File: src/rtl/utf8v_pkg.sv
package utf8v_pkg;

  localparam int unsigned MAX_BYTES_DEF = 4096;

  // lead byte ranges (RFC 3629)
  localparam logic [7:0] ASCII_MAX  = 8'h7F;
  localparam logic [7:0] LEAD2_LO   = 8'hC2;
  localparam logic [7:0] LEAD2_HI   = 8'hDF;
  localparam logic [7:0] LEAD3_LO   = 8'hE0;
  localparam logic [7:0] LEAD3_HI   = 8'hEF;
  localparam logic [7:0] LEAD4_LO   = 8'hF0;
  localparam logic [7:0] LEAD4_HI   = 8'hF4;
  localparam logic [7:0] LEAD_E0    = 8'hE0;
  localparam logic [7:0] LEAD_ED    = 8'hED;
  localparam logic [7:0] LEAD_F0    = 8'hF0;
  localparam logic [7:0] LEAD_F4    = 8'hF4;
  localparam logic [7:0] NUL_BYTE   = 8'h00;

  // continuation byte bounds
  localparam logic [7:0] CONT_LO    = 8'h80;
  localparam logic [7:0] CONT_HI    = 8'hBF;
  localparam logic [7:0] CONT_LO_E0 = 8'hA0;
  localparam logic [7:0] CONT_HI_ED = 8'h9F;
  localparam logic [7:0] CONT_LO_F0 = 8'h90;
  localparam logic [7:0] CONT_HI_F4 = 8'h8F;

  typedef enum logic [2:0] {
    RULE_ANY = 3'd0,
    RULE_E0  = 3'd1,
    RULE_ED  = 3'd2,
    RULE_F0  = 3'd3,
    RULE_F4  = 3'd4
  } rule_t;

  typedef struct packed {
    logic [1:0] due;
    rule_t      rule;
    logic       err;
  } seq_state_t;

  localparam seq_state_t ST_RESET = '{due: 2'd0, rule: RULE_ANY, err: 1'b0};

  function automatic logic cont_ok(input logic [7:0] b, input rule_t rule);
    logic [7:0] lo;
    logic [7:0] hi;
    lo = CONT_LO;
    hi = CONT_HI;
    case (rule)
      RULE_E0: lo = CONT_LO_E0;
      RULE_ED: hi = CONT_HI_ED;
      RULE_F0: lo = CONT_LO_F0;
      RULE_F4: hi = CONT_HI_F4;
      default: ;
    endcase
    return (b >= lo) && (b <= hi);
  endfunction

endpackage

File: src/rtl/utf8v_step.sv
module utf8v_step import utf8v_pkg::*; #(
  parameter int unsigned MAX_BYTES = MAX_BYTES_DEF,
  parameter int unsigned CNT_W     = $clog2(MAX_BYTES + 2)
) (
  input  logic [7:0]       byte_i,
  input  seq_state_t       st_i,
  input  logic [CNT_W-1:0] cnt_i,
  output seq_state_t       st_o,
  output logic [CNT_W-1:0] cnt_o,
  output logic             verdict_o
);

  logic over;

  // count saturates one past the limit; that is all the verdict needs
  always_comb begin
    if (cnt_i > CNT_W'(MAX_BYTES)) begin
      cnt_o = cnt_i;
    end else begin
      cnt_o = cnt_i + CNT_W'(1);
    end
  end

  assign over = (cnt_o > CNT_W'(MAX_BYTES));

  always_comb begin
    st_o     = st_i;
    st_o.err = st_i.err | over;
    if (st_i.due != 2'd0) begin
      if (!cont_ok(byte_i, st_i.rule)) begin
        st_o.err = 1'b1;
      end
      st_o.due  = st_i.due - 2'd1;
      st_o.rule = RULE_ANY;
    end else if (byte_i <= ASCII_MAX) begin
      if (byte_i == NUL_BYTE) begin
        st_o.err = 1'b1;
      end
    end else if (byte_i >= LEAD2_LO && byte_i <= LEAD2_HI) begin
      st_o.due  = 2'd1;
      st_o.rule = RULE_ANY;
    end else if (byte_i >= LEAD3_LO && byte_i <= LEAD3_HI) begin
      st_o.due  = 2'd2;
      st_o.rule = (byte_i == LEAD_E0) ? RULE_E0 :
                  (byte_i == LEAD_ED) ? RULE_ED : RULE_ANY;
    end else if (byte_i >= LEAD4_LO && byte_i <= LEAD4_HI) begin
      st_o.due  = 2'd3;
      st_o.rule = (byte_i == LEAD_F0) ? RULE_F0 :
                  (byte_i == LEAD_F4) ? RULE_F4 : RULE_ANY;
    end else begin
      // stray continuation or a lead byte that can never start a sequence
      st_o.err = 1'b1;
    end
  end

  assign verdict_o = !st_o.err && (st_o.due == 2'd0);

endmodule

File: src/rtl/utf8_string_validator.sv
// UTF-8 string validator. Bytes of a string arrive one per transfer, the last one flagged
// with in_last_byte; after the last byte one transfer on the out_ channel carries
// out_string_valid, which is 1 only if the string is well-formed UTF-8 (no overlong forms,
// surrogates, code points above U+10FFFF, stray or missing continuation bytes), holds no NUL
// byte and is at most MAX_BYTES long. A byte is taken every cycle while the result side keeps
// up; the last byte is held in the input register, then its verdict in the result register.
// The limit is the combinational update of the sequence state from one byte to the next. After
// each verdict the block starts fresh on the next string, which may follow immediately.
module utf8_string_validator import utf8v_pkg::*; #(
  parameter int unsigned MAX_BYTES = MAX_BYTES_DEF
) (
  input  logic       clk,
  input  logic       rst_n,
  input  logic       in_valid,
  output logic       in_ready,
  input  logic [7:0] in_byte_value,
  input  logic       in_last_byte,
  output logic       out_valid,
  input  logic       out_ready,
  output logic       out_string_valid
);

  localparam int unsigned CNT_W = $clog2(MAX_BYTES + 2);

  logic             in_valid_r;
  logic [7:0]       byte_r;
  logic             last_r;
  seq_state_t       st_r;
  seq_state_t       st_nxt;
  logic [CNT_W-1:0] cnt_r;
  logic [CNT_W-1:0] cnt_nxt;
  logic             verdict;
  logic             out_valid_r;
  logic             out_sv_r;
  logic             adv;

  utf8v_step #(
    .MAX_BYTES (MAX_BYTES),
    .CNT_W     (CNT_W)
  ) u_step (
    .byte_i    (byte_r),
    .st_i      (st_r),
    .cnt_i     (cnt_r),
    .st_o      (st_nxt),
    .cnt_o     (cnt_nxt),
    .verdict_o (verdict)
  );

  // only a last byte needs room in the result register
  assign adv      = in_valid_r && (!last_r || !out_valid_r || out_ready);
  assign in_ready = !in_valid_r || adv;

  always_ff @(posedge clk) begin
    if (!rst_n) begin
      in_valid_r  <= 1'b0;
      st_r        <= ST_RESET;
      cnt_r       <= '0;
      out_valid_r <= 1'b0;
    end else begin
      if (in_ready) begin
        in_valid_r <= in_valid;
      end
      if (adv) begin
        if (last_r) begin
          st_r  <= ST_RESET;
          cnt_r <= '0;
        end else begin
          st_r  <= st_nxt;
          cnt_r <= cnt_nxt;
        end
      end
      if (adv && last_r) begin
        out_valid_r <= 1'b1;
      end else if (out_ready) begin
        out_valid_r <= 1'b0;
      end
    end
  end

  always_ff @(posedge clk) begin
    if (in_valid && in_ready) begin
      byte_r <= in_byte_value;
      last_r <= in_last_byte;
    end
    if (adv && last_r) begin
      out_sv_r <= verdict;
    end
  end

  assign out_valid        = out_valid_r;
  assign out_string_valid = out_sv_r;

  a_fresh_after_last: assert property (@(posedge clk) disable iff (!rst_n)
    (adv && last_r) |=> (cnt_r == '0 && st_r.due == 2'd0 && !st_r.err))
    else $error("sequence state not cleared after end of string");

  a_result_from_last: assert property (@(posedge clk) disable iff (!rst_n)
    $rose(out_valid_r) |-> $past(adv && last_r))
    else $error("result raised without a last byte");

  a_over_limit_err: assert property (@(posedge clk) disable iff (!rst_n)
    (cnt_r > CNT_W'(MAX_BYTES)) |-> st_r.err)
    else $error("length over limit without error");

  a_rule_idle: assert property (@(posedge clk) disable iff (!rst_n)
    (st_r.due == 2'd0) |-> (st_r.rule == RULE_ANY))
    else $error("continuation rule left set with no sequence open");

endmodule
File: config.mk
export PLATFORM = sky130hd
export DESIGN_NAME = utf8_string_validator
export DESIGN_NICKNAME = d
export VERILOG_FILES = /design/src/rtl/utf8v_pkg.sv /design/src/rtl/utf8v_step.sv /design/src/rtl/utf8_string_validator.sv
export SDC_FILE = /design/constraint.sdc
export NUM_CORES = 1
export LEC_CHECK = 0
export BUFFER_PORTS_ARGS = -buffer_cell sky130_fd_sc_hd__clkbuf_2
export CAP_MARGIN = 10
export CELL_PAD_IN_SITES_DETAIL_PLACEMENT = 1
export CELL_PAD_IN_SITES_GLOBAL_PLACEMENT = 1
export CORE_UTILIZATION = 30
export CTS_CLUSTER_DIAMETER = 120
export DETAILED_ROUTE_END_ITERATION = 10
export PLACE_DENSITY_LB_ADDON = 0.1
export SYNTH_ARGS = -nofsm -noshare
export SYNTH_HDL_FRONTEND = slang
export SYNTH_SLANG_ARGS = --single-unit
File: constraint.sdc
create_clock -name clk -period 3.45 [get_ports clk]
set_clock_uncertainty 0.1 [all_clocks]
set_input_delay 1.035 -clock clk [delete_from_list [all_inputs] [get_ports clk]]
set_output_delay 1.035 -clock clk [all_outputs]
set_load 0.01 [all_outputs]
## After elaboration in Yosys (flattened, before gate mapping)

Cells that the tools add are included.
Widths: inputs -> output; s select.

- Flip-flop bits (word level): 31
- Bits in latches: 0
- Memory bits (writable): 0
- ROM bits: 0
- Input bits: 13
- Output and inout bits: 3
- Logic and storage cells: 77
- Memories kept: 0

- Add/sub/neg operators: 2
- Multiply operators: 0
- Div/mod/pow operators: 0
- Magnitude comparators: 11
- Eq/ne operators: 9
- Shift operators: 0
- Muxes and demuxes: 24
- Bitwise gates (word level): 1
- Reductions and logical operators: 21

Operators with widths:

| kind | count |
|---|---|
| $eq 8x8->1 const B | 4 |
| $gt 13x13->1 const B | 2 |
| $mux 13 | 2 |
| $ge 8x8->1 const B | 3 |
| $le 8x8->1 const B | 3 |
| $pmux 6 s2 | 2 |
| $mux 5 | 4 |
| $mux 8 | 2 |
| $add 13x1->13 const B | 1 |
| $mux 6 | 2 |
| $mux 3 | 3 |
| $ge 8x8->1 | 1 |
| $le 8x7->1 const B | 1 |
| $le 8x8->1 | 1 |
| $logic_and 1x1->1 | 8 |
| $logic_not 8->1 | 1 |
| $mux 1 | 8 |
| $eq 3x2->1 const B | 2 |
| $reduce_bool 5->1 | 1 |
| $logic_not 1->1 | 4 |
| $reduce_bool 2->1 | 2 |
| $eq 3x1->1 const B | 1 |
| $eq 3x3->1 const B | 1 |
| $logic_or 1x1->1 | 3 |
| other kinds (6) | 6 |

## Depth between registers and ports, before layout

Gate-level depths: netlist of run 1.

- Word-level depth: 11
- Mapped depth: 9
- Depth with buffers taken out: 9

## By module

From an unflattened synthesis of run 1, not the netlist that was laid out.

- Cells, all modules: 182
- Area total of the unflattened synthesis: 1824.2 um^2

By module, submodules not included:

| module | instances | cells an instance | area an instance (um^2) | sequential area each (um^2) |
|---|---|---|---|---|
| utf8_string_validator | 1 | 64 | 998.5 | 720.7 |
| utf8v_step | 1 | 118 | 825.8 | 0.0 |

## Worst setup path after synthesis of run 1

No wires, ideal clock.

- Kind: input-to-output
- Start: input out_ready
- End: output in_ready
- Arrival: 1.387 ns
- Required time: 2.315 ns
- Setup slack: 0.928 ns
- Stages: 2
- Buffers on the path: 0
- Path through: nor2b_1 -> nand3_1

- Longest elaborated chain between the ends: 3

RTL lines:

| item | line | RTL |
|---|---|---|
| from (decl) | utf8_string_validator.sv:19 | `input logic out_ready,` |
| $logic_or 1x1->1 | utf8_string_validator.sv:50 | `assign adv = in_valid_r && (!last_r \|\| !out_valid_r \|\| out_ready);` |
| $logic_and 1x1->1 | utf8_string_validator.sv:50 |  |
| $logic_or 1x1->1 | utf8_string_validator.sv:51 | `assign in_ready = !in_valid_r \|\| adv;` |
| to (decl) | utf8_string_validator.sv:15 | `output logic in_ready,` |

No other way between the ends.

## Worst setup path in the final report of run 1

Same ends and word-level chain as after synthesis.

==> qor.yml, run 1 <==
critical_path:
  cp-end-kind: "output pin"
  critPathRequiredTime_ps: 2310
  start_kind: "input pin"
  crit_fanout: 4
  path_class: "in -> out"
  reg2reg_slack_ps: 940
  cp.arrival_ps: 1620
power_and_ir_drop:
  p_per_area_mw_per_mm2: 379
  p_seq_frac: 0.492
  finalPower_mw: 0.818
  p_comb_frac: 0.075
  power_leakage_nw: 0.801
  p_int_mw: 0.624
  swShare: 0.237
  vdd_drop_max_uv: 207
  clkPwrFrac: 0.434
  netSwitchingPower_mw: 0.194
floorplanning:
  rows: 28
  ios: 16
  dieHeight_microns: 81.9
  die-area_sq_mm: 0.00670
  start_util: 0.318
  core_sq_mm: 0.00603
  die_x_microns: 81.9
cts:
  cts-resized-gates: 0
  insertion_delay_ps: 290
  post_cts_buffers: 0
  cts_tree: "built"
  cts-root-buf: "clkbuf_8"
  htreeDepth: 2
  cts-hold-fix-buffers: 0
  cts_buffers: 5
  cts.path.max_buffers: 2
  clk_pin_slew_ps: 70
  clock_sinks: 31
drt:
  drc: 0
  dr.first_iter.drc_count: 70
  ant_nets: 0
  firstDrtPassIters: 4
  drt_wl_total_microns: 5010
  num_vias: 1648
  vias_per_cell: 5.33
  routedWlPerCell_microns: 16.2
final_layout:
  multi_input_area_sq_mm: 0.00110
  fillers: 752
  syn2layout_area_growth_pct: 12.7
  seqCellArea_sq_um: 721
  drive_gt1_frac: 0.145
  nets: 252
  final_cell_mix: "nor2_1 (30), a21oi_1 (21), dfxtp_1 (21), clkbuf_2 (15), nand3_1 (11)"
  final_common_cell: "nor2_1"
  fin_util: 0.358
  diodes: 0
timing:
  slew_headroom: 0.559
  rsz0062_at_grt: "no"
  setup_violations: 0
  hold_violations: 0
  drv_slew: 0
  fin_crit_sh: 0.797
  max_freq_ghz: 0.364
  tns_ps: 0
  tightestPinTransition_ps: 661
  min_period_ps: 2750
grt:
  grt_pass1_vias: 1604
  grt_usage: 0.175
  overflow: 0
  grt_max_degree: 18
  grt_pass1_wl_microns: 8690
  antenna_found_initial: 0
yosys:
  synth_cell_type_count: 59
  yosys_warnings: 0
  yosys.area.top_type_share: 0.220
  netlist_top_cells_area: "dfxtp_1 (22%), edfxtp_1 (16%), nor2_1 (5.9%)"
  synth_edf_count: 10
  synthArstFlopShare: 0
  syn_inst: 219
  post-synth-top-area-cell: "dfxtp_1"
  avgSynthCellArea_sq_um: 8.74
  ys.flop_type: "dfxtp_1"
  ys_ff_latch: 31
  yosysSeqAreaShare: 0.376
  syn_area_sq_mm: 0.00191
  syn_nets: 238
worst_hold_path:
  min_path_type: "reg -> reg"
run_status:
  status: "finished, final reports clean"
placement:
  io_buffers: 15
  place_congestion: 0.733
  place_hpwl_microns: 3740
flow_run:
  drv_cap: 0
==> per-stage QoR <==
step / instance area [sq um] / hold WS (ps) / std cells / setup slack (ps)
after floorplan: 1910 / 375 / 219 / 928
after global placement: 2050 / 418 / 301 / 696
after detailed placement: 2050 / 414 / 301 / 686
after CTS: 2160 / 428 / 309 / 691
after global routing: 2160 / 465 / 309 / 602
final: 2160 / 434 / 309 / 700
==> final cells by class <==
type	instances	area share
multi-input combinational	168	0.512
clock inverter	3	0.0180
clock buffer	5	0.0319
inverter	9	0.0157
sequential	31	0.334
tap	75	0.0435
timing repair buffer	18	0.0452
==> power groups by stage <==
| stage | clock network, mW | registers, mW | logic, mW |
|---|---|---|---|
| global route | 0.386 | 0.405 | 0.0691 |
| floorplan | 0 | 0.403 | 0.0419 |
| finish | 0.355 | 0.402 | 0.0610 |
| detailed placement | 0 | 0.410 | 0.0617 |
| CTS | 0.366 | 0.402 | 0.0619 |
| global placement | 0 | 0.411 | 0.0619 |
==> metal layers <==
layer,share of wire,global-route usage,vias to the layer above
met5,0,0,-
met4,0.012,0.0579,0
met3,0.033,0.0367,6
met2,0.41,0.245,23
met1,0.54,0.262,771
li1,-,-,848
==> worst paths after layout <==
check                           depth (start not counted)       from          endpoint
worst max-delay path                                    4  out_ready          in_ready
worst min-delay path                                    2    st_r[5]           st_r[5]
worst max register to register                          7   cnt_r[0]  out_string_valid
worst min register to register                          2    st_r[5]           st_r[5]
==> Yosys cell counts (2+ instances only) <==
library cell  count
inv_1             9
a211oi_1          4
dfxtp_1          21
xnor2_1           3
and3_1            2
o21a_1            3
a21o_1            2
nand4b_1          3
buf_2             3
clkbuf_1          6
nand2_1           8
or3_1             2
a31oi_1           4
ha_1              6
mux2i_1           5
a41oi_1           3
a21oi_1          21
nand2b_1          2
nor2b_1           4
o21ai_0          10
edfxtp_1         10
and2_1            2
nor3_1            6
nor2_1           30
nor4_1            4
or4_1             3
nand3_1          11
==> state kept, by name (all words and copies together), names as in the netlist <==
| signal | count |
|---|---|
| byte_r | 8 |
| in_valid_r | 1 |
| out_valid | 1 |
| st_r | 6 |
| cnt_r | 13 |
| last_r | 1 |
| out_string_valid | 1 |
==> cells by family (layout without fill, tap and decap cells) <==
logic type                 Yosys count  count (layout)  share of synthesized area
muxes                                5               5                     0.0261
DFF                                 31              31                      0.376
buffers and inverters               20              35                     0.0471
and+or+nand+nor                     93              93                      0.283
xor gates and xnor gates             4               4                     0.0183
AOI/OAI and AO/OA                   60              60                      0.210
adders and majority gates            6               6                     0.0392
==> critical path: stages <==
cell,delay (ps)
clkbuf_2,80
nor2b_1,210
nand3_1,130
clkbuf_2,170
No activity file was read; power rests on OpenSTA's default activity.
==> run 2, diff against run 1 <==
==> constraint.sdc (replaced) <==
create_clock -name clk -period 2.7 [get_ports clk]
set_clock_uncertainty 0.1 [all_clocks]
set_input_delay 0.81 -clock clk [delete_from_list [all_inputs] [get_ports clk]]
set_output_delay 0.81 -clock clk [all_outputs]
set_load 0.01 [all_outputs]
==> qor.yml, run 2 (synthesized netlist as in run 1, its figures left out) <==
critical_path:
  critical_path.top_delay_family: "simple AND/OR/NAND/NOR gates"  # unchanged
  cp_cell_sequence: "ha_2 -> nand3b_1 -> nor3_2 -> nand3_1 -> a2111oi_4 -> a21oi_1 -> nor3_1"  # was clkbuf_2 -> nor2b_1 -> nand3_1 -> clkbuf_2
  reg2reg_slack_ps: 200  # was 940 ps
  critPathRequiredTime_ps: 2720  # was 2310 ps
  cp.arrival_ps: 2510  # was 1620 ps
  reg2reg_depth: 7  # unchanged
  rr_endpoint: "out_string_valid"  # unchanged
  path_class: "reg -> reg"  # was in -> out
  cp-end-kind: "flip-flop"  # was output pin
  slowest_stage: "dfxtp_1"  # was nor2b_1
  start_kind: "flip-flop"  # was input pin
  crit_fanout: 9  # was 4
  worst_path_largest_cell_delay_ps: 490  # was 210 ps
  worstReg2RegStart: "cnt_r[1]"  # was cnt_r[0]
  path_buf_inv: 0  # was 2
worst_hold_path:
  min_path_type: "reg -> reg"  # unchanged
  hold_depth: 2  # unchanged
  hold_end: "st_r[5]"  # unchanged
  min_from: "st_r[5]"  # unchanged
floorplanning:
  die_x_microns: 81.9  # unchanged
  start_util: 0.318  # unchanged
  rows: 28  # unchanged
  die-area_sq_mm: 0.00670  # unchanged
  core_sq_mm: 0.00603  # unchanged
  dieHeight_microns: 81.9  # unchanged
  ios: 16  # unchanged
cts:
  cts_tree: "built"  # unchanged
  htreeDepth: 2  # unchanged
  cts.path.max_buffers: 2  # unchanged
  clock_sinks: 31  # unchanged
  cts_buffers: 5  # unchanged
  cts-hold-fix-buffers: 0  # unchanged
  cts-root-buf: "clkbuf_8"  # unchanged
  clk_pin_slew_ps: 70  # about the same
  insertion_delay_ps: 290  # about the same
final_layout:
  layout.cells.non_filler: 309  # unchanged
  final_common_cell: "nor2_1"  # unchanged
  nets: 252  # unchanged
  largest_register_ff_count: 13  # unchanged
  reg.largest.list: "cnt_r: 13 flops, byte_r: 8 flops, st_r: 6 flops"  # unchanged
  fillers: 727  # was 752
  fin_util: 0.359  # was 0.358
  diodes: 0  # unchanged
  seqCellArea_sq_um: 722  # was 721 sq um
  syn2layout_area_growth_pct: 12.9  # was 12.7%
  drive_gt1_frac: 0.154  # was 0.145
  final_cell_mix: "nor2_1 (30), a21oi_1 (21), dfxtp_1 (20), clkbuf_2 (15), nand3_1 (11)"  # was nor2_1 (30), a21oi_1 (21), dfxtp_1 (21), clkbuf_2 (15), nand3_1 (11)
  regMostFlops: "cnt_r"  # unchanged
  design_area_sq_mm: 0.00216  # about the same
  multi_input_area_sq_mm: 0.00111  # was 0.00110 sq mm
drt:
  dr.first_iter.drc_count: 82  # was 70
  num_vias: 1701  # was 1648
  ant_nets: 0  # unchanged
  routedWlPerCell_microns: 16.1  # was 16.2 microns
  vias_per_cell: 5.50  # was 5.33
  firstDrtPassIters: 4  # unchanged
  drc: 0  # unchanged
  drt_wl_total_microns: 4990  # was 5010 microns
flow_run:
  drv_cap: 0  # unchanged
grt:
  grt_usage: 0.168  # was 0.175
  grt_pass1_vias: 1627  # was 1604
  grt_max_degree: 18  # unchanged
  overflow: 0  # unchanged
  antenna_found_initial: 0  # unchanged
  grt_pass1_wl_microns: 8370  # was 8690 microns
power_and_ir_drop:
  vdd_drop_max_uv: 232  # was 207 uV
  p_per_area_mw_per_mm2: 486  # was 379 mW/mm^2
  finalPower_mw: 1.05  # was 0.818 mW
  power_leakage_nw: 0.799  # was 0.801 nW
placement:
  io_buffers: 15  # unchanged
  place_congestion: 0.734  # was 0.733
  dpl_worst_slack_ps: 163  # was 686 ps
  place_area_sq_mm: 0.00205  # unchanged
  place_inst: 301  # unchanged
  place_hpwl_microns: 3770  # was 3740 microns
timing:
  slew_headroom: 0.349  # was 0.559
  min_period_ps: 2500
  fin_crit_sh: 0.924
  tns_ps: 0  # unchanged
  tightestPinTransition_ps: 972  # was 661 ps
  drv_slew: 0  # unchanged
  rsz0062_at_grt: "no"  # unchanged
  setup_violations: 0  # unchanged
  max_freq_ghz: 0.401
  fin_ws_ps: 205  # was 700 ps
  whs_ps: 419  # was 434 ps
  hold_violations: 0  # unchanged
run_status:
  status: "finished, final reports clean"  # unchanged
-- run 2: worst max-delay path by stage --
stage	depth (start not counted)	slack, ps	end	from
5_1_grt	7	10	out_string_valid	cnt_r[1]
2_1_floorplan	8	440	st_r[0]	st_r[1]
4_1_cts	7	120	out_string_valid	cnt_r[0]
6_report	7	200	out_string_valid	cnt_r[1]
3_5_place_dp	7	160	out_string_valid	cnt_r[0]
3_3_place_gp	7	100	out_string_valid	cnt_r[0]
-- run 2: layout make-up --
type	instances	share of cell area
clock buffer	5	0.0318
clock inverter	3	0.0180
inverter	9	0.0156
multi-input combinational	168	0.512
sequential	31	0.334
tap	75	0.0434
timing repair buffer	18	0.0452
-- run 2: worst reg2reg max path, cell delays in order, from the launching register on --
cell and delay [ps]:
dfxtp_1 490, ha_2 340, nand3b_1 200, nor3_2 260
nand3_1 180, a2111oi_4 420, a21oi_1 130, nor3_1 220
-- run 2: what timing repair did --
item                                    in CTS  in global routing
resized for setup                            0                  2
buffers inserted                             0                  0
endpoints found under the setup margin       0                  2
hold endpoints to repair                     0                  0
-- run 2: report_power, final --
part	switching, mW	internal [mW]
registers	0.0193	0.495
clock network	0.189	0.270
logic	0.0434	0.0334
total	0.251	0.798
-- run 2: routing by layer --
metal | track usage | vias up | part of all wire
met1 | 0.242 | 826 | 0.53
met5 | 0 | - | 0
li1 | - | 846 | -
met4 | 0.0579 | 0 | 0.012
met3 | 0.0333 | 6 | 0.027
met2 | 0.245 | 23 | 0.43
==> run 3, diff against run 2 <==
--- a/config.mk
+++ b/config.mk
@@ -15,4 +15,5 @@
 export PLACE_DENSITY_LB_ADDON = 0.1
 export SYNTH_ARGS = -nofsm -noshare
 export SYNTH_HDL_FRONTEND = slang
+export SYNTH_HIERARCHICAL = 1
 export SYNTH_SLANG_ARGS = --single-unit
==> qor.yml, run 3 <==
critical_path:
  cp-end-kind: "output pin"  # was flip-flop
  reg2reg_slack_ps: 420  # was 200 ps
  path_buf_inv: 3  # was 0
  critPathRequiredTime_ps: 1790  # was 2720 ps
  cp.arrival_ps: 1390  # was 2510 ps
  slowest_stage: "nor2_1"  # was dfxtp_1
  critical_path.top_delay_family: "simple AND/OR/NAND/NOR gates"  # unchanged
  path_class: "in -> out"  # was reg -> reg
  start_kind: "input pin"  # was flip-flop
  worst_path_largest_cell_delay_ps: 180  # was 490 ps
  cp_cell_sequence: "clkbuf_2 -> nand2b_4 -> nor2_1 -> inv_1 -> clkbuf_2"  # was ha_2 -> nand3b_1 -> nor3_2 -> nand3_1 -> a2111oi_4 -> a21oi_1 -> nor3_1
  crit_fanout: 4  # was 9
  critPathMostFrequentCell: "clkbuf_2"
placement:
  io_buffers: 15  # unchanged
  place_congestion: 0.774  # was 0.734
  place_area_sq_mm: 0.00196  # was 0.00205 sq mm
  place_hpwl_microns: 3040  # was 3770 microns
  place_inst: 268  # was 301
  dpl_worst_slack_ps: 397  # was 163 ps
yosys:
  syn_nets: 201  # was 238
  syn_inst: 182  # was 219
  synth_common_cells: "dfxtp_1 (21), a22o_1 (19), edfxtp_1 (10), nand2_1 (10), nor2_1 (10)"  # was nor2_1 (30), a21oi_1 (21), dfxtp_1 (21)
  synth_cell_type_count: 52  # was 59
  yosys.area.top_type_share: 0.230  # was 0.220
  yosys_warnings: 6  # was 0
  ys.flop_type: "dfxtp_1"  # unchanged
  netlist_top_cells_area: "dfxtp_1 (23%), edfxtp_1 (16%), a22o_1 (9.1%)"  # was dfxtp_1 (22%), edfxtp_1 (16%), nor2_1 (5.9%)
  avgSynthCellArea_sq_um: 10.0  # was 8.74 sq um
  synth_edf_count: 10  # unchanged
  synthArstFlopShare: 0  # unchanged
  yosysSeqAreaShare: 0.395  # was 0.376
  synthMostInstantiatedCell: "dfxtp_1"  # was nor2_1
  syn_area_sq_mm: 0.00182  # was 0.00191 sq mm
  ys_ff_latch: 31  # unchanged
  post-synth-top-area-cell: "dfxtp_1"  # unchanged
final_layout:
  diodes: 0  # unchanged
  reg.largest.list: "cnt_r: 13 flops, byte_r: 8 flops, st_r: 6 flops"  # unchanged
  final_common_cell: "dfxtp_1"  # was nor2_1
  drive_gt1_frac: 0.194  # was 0.154
  largest_register_ff_count: 13  # unchanged
  layout.cells.non_filler: 276  # was 309
  nets: 219  # was 252
  syn2layout_area_growth_pct: 12.3  # was 12.9%
  regMostFlops: "cnt_r"  # unchanged
  final_cell_mix: "dfxtp_1 (21), a22o_1 (19), clkbuf_2 (15)"  # was nor2_1 (30), a21oi_1 (21), dfxtp_1 (20), clkbuf_2 (15), nand3_1 (11)
  design_area_sq_mm: 0.00205  # was 0.00216 sq mm
floorplanning:
  start_util: 0.310  # was 0.318
  die_x_microns: 80.0  # was 81.9 microns
  die-area_sq_mm: 0.00640  # was 0.00670 sq mm
  rows: 28  # unchanged
  core_sq_mm: 0.00589  # was 0.00603 sq mm
  dieHeight_microns: 80.0  # was 81.9 microns
  ios: 16  # unchanged
grt:
  grt_max_degree: 20  # was 18
  grt_usage: 0.153  # was 0.168
  grt_pass1_vias: 1451  # was 1627
  grt_pass1_wl_microns: 7450  # was 8370 microns
  overflow: 0  # unchanged
  antenna_found_initial: 0  # unchanged
timing:
  setup_violations: 0  # unchanged
  fin_crit_sh: 0.850  # was 0.924
  drv_slew: 0  # unchanged
  tightestPinTransition_ps: 782  # was 972 ps
  fin_ws_ps: 404  # was 205 ps
  rsz0062_at_grt: "no"  # unchanged
  slew_headroom: 0.477  # was 0.349
  max_freq_ghz: 0.436  # was 0.401 GHz
  min_period_ps: 2300  # was 2500 ps
  hold_violations: 0  # unchanged
  tns_ps: 0  # unchanged
cts:
  cts.path.max_buffers: 2  # unchanged
  cts_tree: "built"  # unchanged
  clock_sinks: 31  # unchanged
  cts-resized-gates: 0  # unchanged
  clk_pin_slew_ps: 70  # about the same
  htreeDepth: 2  # unchanged
  cts-hold-fix-buffers: 0  # unchanged
  cts_buffers: 5  # unchanged
  cts-root-buf: "clkbuf_8"  # unchanged
  post_cts_buffers: 0  # unchanged
  insertion_delay_ps: 290  # about the same
flow_run:
  drv_cap: 0  # unchanged
drt:
  drt_wl_total_microns: 4310  # was 4990 microns
  firstDrtPassIters: 4  # unchanged
  routedWlPerCell_microns: 15.6  # was 16.1 microns
  drc: 0  # unchanged
  ant_nets: 0  # unchanged
  num_vias: 1471  # was 1701
  vias_per_cell: 5.33  # was 5.50
  dr.first_iter.drc_count: 71  # was 82
power_and_ir_drop:
  finalPower_mw: 0.948  # was 1.05 mW
  vdd_drop_max_uv: 213  # was 232 uV
  p_per_area_mw_per_mm2: 462  # was 486 mW/mm^2
  power_leakage_nw: 0.813  # was 0.799 nW
worst_hold_path:
  min_path_type: "reg -> reg"  # unchanged
run_status:
  status: "finished, final reports clean"  # unchanged
-- run 3: cell count changes after synthesis, sizes merged, moves of 6 or more --
cell   before  now
nor2       31   11
a22o        0   19
a21oi      21    6
nand3      11    5
-- run 3: stage by stage --
stage	util	hold slack (ps)
2_1_floorplan	-	337
3_3_place_gp	0.333	387
3_5_place_dp	0.333	408
4_1_cts	0.348	433
5_1_grt	0.348	459
6_report	0.348	425
-- run 3: worst paths after layout --
check	start	endpoint	depth (start not counted)
setup / recovery	out_ready	in_ready	5
hold / removal	out_valid	out_valid	2
setup reg to reg	st_r[3]	st_r[0]	8
hold reg to reg	out_valid	out_valid	2
-- run 3: logic make-up after synthesis --
| kind of cell | count (synthesis) | share of synthesized area |
|---|---|---|
| and+or+nand+nor | 66 | 0.217 |
| muxes | 3 | 0.0171 |
| buffers and inverters | 14 | 0.0425 |
| adders and majority gates | 6 | 0.0412 |
| DFF | 31 | 0.395 |
| xor gates and xnor gates | 14 | 0.0672 |
| AOI/OAI and AO/OA | 48 | 0.219 |
-- run 3: worst min-delay path, cell delays in order (launching register included) --
cell	delay (ps)
dfxtp_1	340
nand2b_4	90
a21oi_1	60
-- run 3: metal layers --
metal / global-route usage / part of all wire / wire length, microns / vias up
met2: 0.227 / 0.45 / 1920 / 17
met4: 0.0536 / 0.014 / 60 / 0
met5: 0 / 0 / 0 / -
met3: 0.0354 / 0.029 / 125 / 5
li1: - / - / - / 732
met1: 0.214 / 0.51 / 2200 / 717
-- run 3: report_power, final --
part	internal (mW)	switching (mW)
clock	0.179	0.192
combinational	0.0298	0.0365
sequential	0.494	0.0162
-- run 3: final cells by class --
cell class                 count  area [sq um]
clock buffer                   5          68.8
multi-input combinational    137          1030
inverter                       8          30.0
fill                         700          3840
clock inverter                 3          20.0
sequential                    31           721
tap                           75          93.8
timing repair buffer          17          90.1
